`src/rtl/nia_pkg.sv`:
```
// Shared types, codes and constants for the navigation input autorepeat block.
// No dependencies; imported by every module under rtl/.
package nia_pkg;

    // Fixed field widths
    localparam int DT_W       = 18;
    localparam int DELAY_W    = 19;
    localparam int LEVEL_W    = 15;
    localparam int PTR_W      = 16;
    localparam int BTN_DIR_W  = 3;
    localparam int BTN_ACT_W  = 2;
    localparam int ACTIONS    = 6;
    localparam int DIRS       = 4;
    localparam int CFG_IDX_W  = 2;
    // Signed compare width for stick amount against a level (axis up to 16 bits)
    localparam int CMP_W      = 17;

    // Parameter defaults
    localparam int TIMER_BITS_DEF = 20;
    localparam int AXIS_BITS_DEF  = 16;

    // Register reset values
    localparam logic [DELAY_W-1:0] RESET_DELAY    = 19'd400000;
    localparam logic [DELAY_W-1:0] RESET_INTERVAL = 19'd100000;
    localparam logic [LEVEL_W-1:0] RESET_TRIGGER  = 15'd16384;
    localparam logic [LEVEL_W-1:0] RESET_RELEASE  = 15'd8192;

    // Action bit positions
    localparam int ACT_UP      = 0;
    localparam int ACT_DOWN    = 1;
    localparam int ACT_LEFT    = 2;
    localparam int ACT_RIGHT   = 3;
    localparam int ACT_CONFIRM = 4;
    localparam int ACT_CANCEL  = 5;

    typedef enum logic {
        CMD_TICK  = 1'b0,
        CMD_RESET = 1'b1
    } cmd_t;

    typedef enum logic [CFG_IDX_W-1:0] {
        CFG_FIRST_WAIT      = 2'd0,
        CFG_REPEAT_PERIOD   = 2'd1,
        CFG_TRIGGER_LEVEL   = 2'd2,
        CFG_RELEASE_LEVEL   = 2'd3
    } cfg_idx_t;

    // Per-item control from the top level to the state holders
    typedef struct packed {
        logic step;   // a tick is being processed this cycle
        logic clear;  // a reset command is being processed this cycle
    } step_ctl_t;

endpackage

```
`src/rtl/nia_stick.sv`:
```
// Stick to four digital directions with hysteresis; holds the latched bits.
// Depends on nia_pkg.
module nia_stick
    import nia_pkg::*;
#(
    parameter int AXIS_BITS = AXIS_BITS_DEF
)
(
    input  logic                        clk,
    input  logic                        rst_n,
    input  step_ctl_t                   ctl,
    input  logic signed [AXIS_BITS-1:0] axis_x,
    input  logic signed [AXIS_BITS-1:0] axis_y,
    input  logic [LEVEL_W-1:0]          trigger_level,
    input  logic [LEVEL_W-1:0]          release_level,
    output logic [DIRS-1:0]             active
);

    localparam logic [AXIS_BITS-1:0] AMIN = {1'b1, {(AXIS_BITS-1){1'b0}}};
    localparam logic [AXIS_BITS-1:0] AMAX = {1'b0, {(AXIS_BITS-1){1'b1}}};

    logic [DIRS-1:0]         latched_reg;
    logic [DIRS-1:0]         latched_next;
    logic [AXIS_BITS-1:0]    neg_x;
    logic [AXIS_BITS-1:0]    neg_y;
    logic signed [CMP_W-1:0] amount [DIRS];
    logic signed [CMP_W-1:0] trig_s;
    logic signed [CMP_W-1:0] rel_s;

    // Saturating negation: the most negative value maps to the most positive
    assign neg_x = (axis_x == AMIN) ? AMAX : -axis_x;
    assign neg_y = (axis_y == AMIN) ? AMAX : -axis_y;

    assign amount[ACT_UP]    = {{(CMP_W-AXIS_BITS){axis_y[AXIS_BITS-1]}}, axis_y};
    assign amount[ACT_DOWN]  = {{(CMP_W-AXIS_BITS){neg_y[AXIS_BITS-1]}}, neg_y};
    assign amount[ACT_LEFT]  = {{(CMP_W-AXIS_BITS){neg_x[AXIS_BITS-1]}}, neg_x};
    assign amount[ACT_RIGHT] = {{(CMP_W-AXIS_BITS){axis_x[AXIS_BITS-1]}}, axis_x};

    assign trig_s = $signed({{(CMP_W-LEVEL_W){1'b0}}, trigger_level});
    assign rel_s  = $signed({{(CMP_W-LEVEL_W){1'b0}}, release_level});

    // Hysteresis: an active direction uses the release level
    always_comb
    begin
        for (int d = 0; d < DIRS; d++)
        begin
            active[d] = latched_reg[d] ? (amount[d] >= rel_s) : (amount[d] >= trig_s);
        end
    end

    always_comb
    begin
        latched_next = latched_reg;
        if (ctl.clear)
        begin
            latched_next = '0;
        end
        else if (ctl.step)
        begin
            latched_next = active;
        end
    end

    always_ff @(posedge clk or negedge rst_n)
    begin
        if (!rst_n)
        begin
            latched_reg <= '0;
        end
        else
        begin
            latched_reg <= latched_next;
        end
    end

endmodule

```
`src/rtl/nia_action.sv`:
```
// One action: press edge detect and typematic repeat countdown.
// Depends on nia_pkg.
module nia_action
    import nia_pkg::*;
#(
    parameter int TIMER_BITS = TIMER_BITS_DEF,
    parameter bit REPEAT     = 1'b1
)
(
    input  logic               clk,
    input  logic               rst_n,
    input  step_ctl_t          ctl,
    input  logic               down,
    input  logic [DT_W-1:0]    dt,
    input  logic [DELAY_W-1:0] first_wait,
    input  logic [DELAY_W-1:0] repeat_period,
    output logic               fired
);

    // Widths wide enough for both operands of each compare
    localparam int LW = (TIMER_BITS > DELAY_W) ? TIMER_BITS : DELAY_W;
    localparam int CW = (TIMER_BITS > DT_W) ? TIMER_BITS : DT_W;
    localparam logic [LW-1:0] TMAX = LW'((64'd1 << TIMER_BITS) - 64'd1);

    logic                  held_reg;
    logic                  held_next;
    logic [TIMER_BITS-1:0] count_reg;
    logic [TIMER_BITS-1:0] count_next;
    logic [TIMER_BITS-1:0] delay_load;
    logic [TIMER_BITS-1:0] interval_load;
    logic [CW-1:0]         dt_ext;
    logic [CW-1:0]         count_ext;
    logic                  expired;

    function automatic logic [TIMER_BITS-1:0] clamp_load(input logic [DELAY_W-1:0] v);
        logic [LW-1:0] v_ext;
        v_ext = LW'(v);
        return (v_ext > TMAX) ? TMAX[TIMER_BITS-1:0] : v_ext[TIMER_BITS-1:0];
    endfunction

    assign delay_load    = clamp_load(first_wait);
    assign interval_load = clamp_load(repeat_period);
    assign dt_ext        = CW'(dt);
    assign count_ext     = CW'(count_reg);
    assign expired       = (dt_ext >= count_ext);

    // Next state and fire decision for one tick
    always_comb
    begin
        held_next  = held_reg;
        count_next = count_reg;
        fired      = 1'b0;
        if (ctl.clear)
        begin
            held_next  = 1'b1;
            count_next = '0;
        end
        else if (ctl.step)
        begin
            if (!down)
            begin
                held_next  = 1'b0;
                count_next = '0;
            end
            else if (!held_reg)
            begin
                held_next  = 1'b1;
                fired      = 1'b1;
                count_next = delay_load;
            end
            else if (REPEAT)
            begin
                if (expired)
                begin
                    fired      = 1'b1;
                    count_next = interval_load;
                end
                else
                begin
                    count_next = TIMER_BITS'(count_ext - dt_ext);
                end
            end
        end
    end

    always_ff @(posedge clk or negedge rst_n)
    begin
        if (!rst_n)
        begin
            held_reg  <= 1'b1;
            count_reg <= '0;
        end
        else
        begin
            held_reg  <= held_next;
            count_reg <= count_next;
        end
    end

endmodule

```
`src/rtl/nav_input_autorepeat_core.sv`:
```
//  channel | dir | handshake            | payload
//  --------+-----+----------------------+---------------------------------------------
//  in      | in  | in_valid / in_ready  | command, elapsed_us, axis_*, *_buttons, pointer_*
//  out     | out | out_valid / out_ready| fired_actions, focus_shown, stick_active
//  cfg     | in  | cfg_valid / cfg_ready| cfg_index, cfg_data
//
// One item per cycle sustained while out_ready is held high. An accepted item waits in the
// input register until the output register is free or being drained; it is then processed
// out of the input register and its result is loaded into the output register, which sets
// out_valid. The output register stalls on out_ready; the input register keeps accepting
// while the output register is free or being drained.
// rst_n clears all mapper state to the reset-command state and the registers to defaults.
// Depends on nia_pkg, nia_stick, nia_action.
module nav_input_autorepeat_core
    import nia_pkg::*;
#(
    parameter int TIMER_BITS = TIMER_BITS_DEF,
    parameter int AXIS_BITS  = AXIS_BITS_DEF
)
(
    input  logic                        clk,
    input  logic                        rst_n,
    // configuration
    input  logic                        cfg_valid,
    output logic                        cfg_ready,
    input  logic [CFG_IDX_W-1:0]        cfg_index,
    input  logic [DELAY_W-1:0]          cfg_data,
    // input items
    input  logic                        in_valid,
    output logic                        in_ready,
    input  logic                        command,
    input  logic [DT_W-1:0]             elapsed_us,
    input  logic signed [AXIS_BITS-1:0] axis_x,
    input  logic signed [AXIS_BITS-1:0] axis_y,
    input  logic [BTN_DIR_W-1:0]        up_buttons,
    input  logic [BTN_DIR_W-1:0]        down_buttons,
    input  logic [BTN_DIR_W-1:0]        left_buttons,
    input  logic [BTN_DIR_W-1:0]        right_buttons,
    input  logic [BTN_ACT_W-1:0]        confirm_buttons,
    input  logic [BTN_ACT_W-1:0]        cancel_buttons,
    input  logic [PTR_W-1:0]            pointer_x,
    input  logic [PTR_W-1:0]            pointer_y,
    // result items
    output logic                        out_valid,
    input  logic                        out_ready,
    output logic [ACTIONS-1:0]          fired_actions,
    output logic                        focus_shown,
    output logic [DIRS-1:0]             stick_active
);

    // Configuration registers
    logic [DELAY_W-1:0] delay_reg;
    logic [DELAY_W-1:0] interval_reg;
    logic [LEVEL_W-1:0] trigger_reg;
    logic [LEVEL_W-1:0] release_reg;

    // Input register
    logic                        in_valid_reg;
    logic                        command_reg;
    logic [DT_W-1:0]             dt_reg;
    logic signed [AXIS_BITS-1:0] axis_x_reg;
    logic signed [AXIS_BITS-1:0] axis_y_reg;
    logic [BTN_DIR_W-1:0]        dir_btn_reg [DIRS];
    logic [BTN_ACT_W-1:0]        confirm_reg;
    logic [BTN_ACT_W-1:0]        cancel_reg;
    logic [PTR_W-1:0]            px_reg;
    logic [PTR_W-1:0]            py_reg;

    // Mapper state kept here
    logic               focus_reg;
    logic               focus_next;
    logic               seen_reg;
    logic [PTR_W-1:0]   last_px_reg;
    logic [PTR_W-1:0]   last_py_reg;

    // Output register
    logic               out_valid_reg;
    logic [ACTIONS-1:0] fired_reg;
    logic               shown_reg;
    logic [DIRS-1:0]    stick_reg;

    logic               advance;
    logic               in_take;
    step_ctl_t          ctl;
    logic [DIRS-1:0]    stick_now;
    logic [ACTIONS-1:0] down_now;
    logic [ACTIONS-1:0] fired_now;
    logic               moved;

    // Handshakes
    assign advance   = in_valid_reg && (!out_valid_reg || out_ready);
    assign in_ready  = !in_valid_reg || advance;
    assign in_take   = in_valid && in_ready;
    assign cfg_ready = 1'b1;
    assign ctl.step  = advance && (command_reg == CMD_TICK);
    assign ctl.clear = advance && (command_reg == CMD_RESET);

    assign out_valid     = out_valid_reg;
    assign fired_actions = fired_reg;
    assign focus_shown   = shown_reg;
    assign stick_active  = stick_reg;

    // Configuration writes
    always_ff @(posedge clk or negedge rst_n)
    begin
        if (!rst_n)
        begin
            delay_reg    <= RESET_DELAY;
            interval_reg <= RESET_INTERVAL;
            trigger_reg  <= RESET_TRIGGER;
            release_reg  <= RESET_RELEASE;
        end
        else if (cfg_valid && cfg_ready)
        begin
            case (cfg_index)
                CFG_FIRST_WAIT:      delay_reg    <= cfg_data;
                CFG_REPEAT_PERIOD:   interval_reg <= cfg_data;
                CFG_TRIGGER_LEVEL:   trigger_reg  <= cfg_data[LEVEL_W-1:0];
                CFG_RELEASE_LEVEL:   release_reg  <= cfg_data[LEVEL_W-1:0];
                default:             ;
            endcase
        end
    end

    // Input register: valid flag
    always_ff @(posedge clk or negedge rst_n)
    begin
        if (!rst_n)
        begin
            in_valid_reg <= 1'b0;
        end
        else if (in_ready)
        begin
            in_valid_reg <= in_valid;
        end
    end

    // Input register: payload
    always_ff @(posedge clk)
    begin
        if (in_take)
        begin
            command_reg          <= command;
            dt_reg               <= elapsed_us;
            axis_x_reg           <= axis_x;
            axis_y_reg           <= axis_y;
            dir_btn_reg[ACT_UP]    <= up_buttons;
            dir_btn_reg[ACT_DOWN]  <= down_buttons;
            dir_btn_reg[ACT_LEFT]  <= left_buttons;
            dir_btn_reg[ACT_RIGHT] <= right_buttons;
            confirm_reg          <= confirm_buttons;
            cancel_reg           <= cancel_buttons;
            px_reg               <= pointer_x;
            py_reg               <= pointer_y;
        end
    end

    nia_stick #(
        .AXIS_BITS     (AXIS_BITS)
    ) u_stick (
        .clk           (clk),
        .rst_n         (rst_n),
        .ctl           (ctl),
        .axis_x        (axis_x_reg),
        .axis_y        (axis_y_reg),
        .trigger_level (trigger_reg),
        .release_level (release_reg),
        .active        (stick_now)
    );

    // Direction actions: any key, button or stick direction
    always_comb
    begin
        for (int d = 0; d < DIRS; d++)
        begin
            down_now[d] = (|dir_btn_reg[d]) || stick_now[d];
        end
        down_now[ACT_CONFIRM] = |confirm_reg;
        down_now[ACT_CANCEL]  = |cancel_reg;
    end

    for (genvar a = 0; a < ACTIONS; a++)
    begin : g_action
        nia_action #(
            .TIMER_BITS      (TIMER_BITS),
            .REPEAT          (a < DIRS)
        ) u_action (
            .clk             (clk),
            .rst_n           (rst_n),
            .ctl             (ctl),
            .down            (down_now[a]),
            .dt              (dt_reg),
            .first_wait      (delay_reg),
            .repeat_period   (interval_reg),
            .fired           (fired_now[a])
        );
    end

    // Focus mark: set by any fire, cleared by pointer movement
    assign moved = seen_reg && ((px_reg != last_px_reg) || (py_reg != last_py_reg));

    always_comb
    begin
        focus_next = focus_reg;
        if (|fired_now)
        begin
            focus_next = 1'b1;
        end
        if (moved)
        begin
            focus_next = 1'b0;
        end
    end

    always_ff @(posedge clk or negedge rst_n)
    begin
        if (!rst_n)
        begin
            focus_reg   <= 1'b0;
            seen_reg    <= 1'b0;
            last_px_reg <= '0;
            last_py_reg <= '0;
        end
        else if (ctl.clear)
        begin
            focus_reg   <= 1'b0;
            seen_reg    <= 1'b0;
            last_px_reg <= '0;
            last_py_reg <= '0;
        end
        else if (ctl.step)
        begin
            focus_reg   <= focus_next;
            seen_reg    <= 1'b1;
            last_px_reg <= px_reg;
            last_py_reg <= py_reg;
        end
    end

    // Output register: valid flag
    always_ff @(posedge clk or negedge rst_n)
    begin
        if (!rst_n)
        begin
            out_valid_reg <= 1'b0;
        end
        else if (advance)
        begin
            out_valid_reg <= 1'b1;
        end
        else if (out_ready)
        begin
            out_valid_reg <= 1'b0;
        end
    end

    // Output register: payload, zero after a reset command
    always_ff @(posedge clk)
    begin
        if (advance)
        begin
            if (ctl.clear)
            begin
                fired_reg <= '0;
                shown_reg <= 1'b0;
                stick_reg <= '0;
            end
            else
            begin
                fired_reg <= fired_now;
                shown_reg <= focus_next;
                stick_reg <= stick_now;
            end
        end
    end

endmodule

```
`config.mk`:
```
export PLATFORM = sky130hd
export DESIGN_NAME = nav_input_autorepeat_core
export DESIGN_NICKNAME = d
export VERILOG_FILES = /design/src/rtl/nia_pkg.sv /design/src/rtl/nia_stick.sv /design/src/rtl/nia_action.sv /design/src/rtl/nav_input_autorepeat_core.sv
export SDC_FILE = /design/constraint.sdc
export NUM_CORES = 1
export LEC_CHECK = 0
export BUFFER_PORTS_ARGS = -buffer_cell sky130_fd_sc_hd__buf_2
export CORE_ASPECT_RATIO = 1.25
export CORE_MARGIN = 1.5
export CORE_UTILIZATION = 56
export CTS_CLUSTER_DIAMETER = 100
export DETAILED_ROUTE_END_ITERATION = 16
export PLACE_DENSITY = 0.78
export SETUP_SLACK_MARGIN = 0.3
export SKIP_LAST_GASP = 1
export SYNTH_ARGS = -nofsm -noshare
export SYNTH_HDL_FRONTEND = slang
export SYNTH_SLANG_ARGS = --single-unit
export TNS_END_PERCENT = 1
```
`constraint.sdc`:
```
create_clock -name clk -period 3.9 [get_ports clk]
set_input_delay 0.585 -clock clk [delete_from_list [all_inputs] [get_ports clk]]
set_output_delay 0.585 -clock clk [all_outputs]
set_load 0.01 [all_outputs]
```
==> impl_metrics.yaml <==
run_status:
  outcome: "finished with violations"
  violations: "negative setup slack"
detailed_routing:
  vias: 16100
  wl_per_cell_um: 20.0
  ant_nets: 0
  drt_iter0_markers: 1171
  routed_wl_mm: 53.1
  drtPass1Iterations: 5
  viasPerCell: 6.07
  drc: 0
sta:
  max_slew_margin_pct: 27.7
  rsz0062_at_grt: "yes"
  tightest_slew_ns: 1.08
  tns_ns: -1.12
  finalCriticalPeriod_ns: 4.09
  drv_slew: 0
  setup_ws_ns: -0.188
  setup_viol: 18
  fmax_mhz: 245
  finalClockSkew_ns: 0.0137
  finalCritPeriodShare_pct: 105
  hold_violations: 0
grt:
  grt_max_degree: 104
  gr-usage-all-layers_pct: 29.8
  grt_pass1_vias: 16500
  grt_pass1_wl_mm: 83.9
  antenna_found_initial: 1
  grt_overflow: 0
pwr:
  p_total_mw: 14.0
  power_density_mw_per_mm2: 621
  irDropWorstVdd_v: 0.000395
  p_leak_nw: 10.5
logic_synthesis:
  synth_area_leader_cell: "dfrtp_1"
  syn_nets: 2270
  synth_flop_cell: "dfrtp_1"
  synth_commonest_cells: "228 x nand2_1, 194 x ha_1, 174 x dfrtp_1, 127 x a21oi_1, 119 x nor2_1"
  async_flop_share_pct: 63.8
  ys_top_cells_by_area: "dfrtp_1 22%, edfxtp_1 17%, ha_1 12%, nand2_1 4.4%, mux2_2 4.1%"
  ys_warn_count: 0
  synth_top_area_share_pct: 22.3
  ys_ff_latch: 304
  synth_cell_type_count: 90
  syn_inst: 1947
  syn_area_mm2: 0.0195
  avgSynthCellArea_um2: 10.0
  ys_seq_area_share_pct: 41.9
  synth_most_common_cell: "nand2_1"
  synth_edf_count: 110
placed_design:
  portBuffers: 137
  place_area_mm2: 0.0214
  place_congestion: 0.955
  place_hpwl_mm: 39.5
critical_path:
  worstPathRequired_ns: 4.20
  slowest_stage: "or4_4"
  cpMostUsedCell: "nand4_1"
  critical_path_class: "flip-flop to flip-flop"
  crit_family: "simple AND/OR/NAND/NOR gates"
  start_kind: "flip-flop"
  slowest_delay_ns: 0.56
  crit_chain: "or4_4 -> nor3_4 -> nand4_1 -> buf_4 -> and2_1 -> ha_1 -> nand2b_1 -> a2111oi_2 -> or4_1 -> nand4_1 -> nand4_2 -> a21oi_2 -> and2_0 -> a211o_1 -> and3_1"
  end_kind: "flip-flop"
  path_max_fanout: 4
  critPathArrivalTime_ns: 4.38
  cp.buffers_inverters: 1
floorplanning:
  die_area_mm2: 0.0360
  die_x_um: 170
  rows: 76
  io-pin-count: 139
  coreArea_mm2: 0.0344
  die_h_um: 212
  start_util_pct: 56.8
clock_tree:
  ctsLongestPathBuffers: 3
  clk_pin_slew_ns: 0.06
  clock_latency_ns: 0.54
  cts_made_buffers: 34
  cts_setup_buffers: 0
  cts_root_buffer: "clkbuf_16"
  tritoncts: "yes"
  htree_levels: 2
  clock_sinks: 304
layout:
  fin_nets: 2478
  postLayoutCoreUtil_pct: 65.7
  multiInputGateArea_mm2: 0.0109
  fillerInstances: 2726
  final_cell_area_mm2: 0.0226
  largest_reg_flops: 80
  regArea_mm2: 0.00818
  drive_gt1_share_pct: 19.6
  syn2layout_area_growth_pct: 15.7
worst_hold_path:
  holdCritPathClass: "primary input to asynchronous set/reset pin"
job:
  drv_cap: 0
where the power goes:
part	internal [mW]	total (mW)	switching, mW
sequential	3.98	4.51	0.528
combinational	2.72	6.23	3.51
clock	1.94	3.30	1.36
through the flow:
| step | hold slack [ns] | std cells | setup slack, ns |
|---|---|---|---|
| finish | 0.119 | 2650 | -0.188 |
| global route | 0.191 | 2650 | -0.384 |
| CTS | 0.163 | 2649 | -0.191 |
| detailed placement | 0.475 | 2587 | -0.527 |
| global placement | 0.453 | 2587 | -0.430 |
| floorplan | 0.289 | 1947 | 0.143 |
cell type report:
class                      count  area share, %
multi-input combinational   1492           48.1
clock inverter                14          0.708
inverter                      84           1.39
tap                          468           2.59
antenna                        1         0.0111
timing repair buffer         239           6.58
sequential                   304           36.2
clock buffer                  48           4.41
worst paths after layout:
| kind | start | to | slack (ns) | cells past startpoint |
|---|---|---|---|---|
| setup / recovery | axis_y_reg[9] | focus_shown | -0.19 | 15 |
| hold / removal | rst_n | g_action[3].u_action.count_ext[19] | 0.12 | 1 |
| setup reg to reg | axis_y_reg[9] | focus_shown | -0.19 | 15 |
| hold reg to reg | g_action[0].u_action.count_ext[11] | g_action[0].u_action.count_ext[11] | 0.48 | 2 |
| max in group asynchronous | rst_n | release_reg[13] | 2.74 | 2 |
| min in group clk | left_buttons[1] | dir_btn_reg[2][1] | 0.22 | 1 |
logic make-up after synthesis:
group | share of synthesized area [%]
compound gates | 16.5
fa+ha+maj | 12.8
mux | 6.19
simple gates | 14.6
xor+xnor | 4.93
other cells | 0.0192
buf+inv | 3.03
flops | 41.9
cell usage in the layout, fill, tap and decap left out, types with 9 or more instances in the layout:
master and instances:
a211o_1 9, a211oi_1 20, a21o_1 39, a21oi_1 125
a22o_1 18, a31oi_1 18, and3_1 11, buf_2 136
buf_4 99, clkbuf_16 37, dfrtp_1 174, dfstp_2 20
edfxtp_1 110, ha_1 194, inv_1 81, mux2_2 71
mux2i_1 40, nand2_1 226, nand2b_1 23, nand3_1 25
nand3b_1 41, nand4_1 26, nor2_1 119, nor2b_1 10
nor3_1 26, nor4_1 13, o211a_1 14, o211ai_1 14
o21a_1 11, o21ai_0 81, o21ai_1 54, o31ai_1 13
or3_1 10, xnor2_1 39, xor2_1 71
layer usage:
layer | track usage [%] | up-vias | routed length [um]
met2 | 53.9 | 545 | 27300
met1 | 34.2 | 7787 | 20100
li1 | - | 7589 | -
met4 | 16.0 | 0 | 2770
met5 | 0 | - | 0
met3 | 3.78 | 154 | 2870
timing repair:
item,4_1_cts,5_1_grt
gates resized for setup,2,14
setup endpoints to repair,56,89
pin swaps,0,0
hold buffers,0,0
endpoints found under the hold margin,0,0
(Power assumes the default switching activity.)
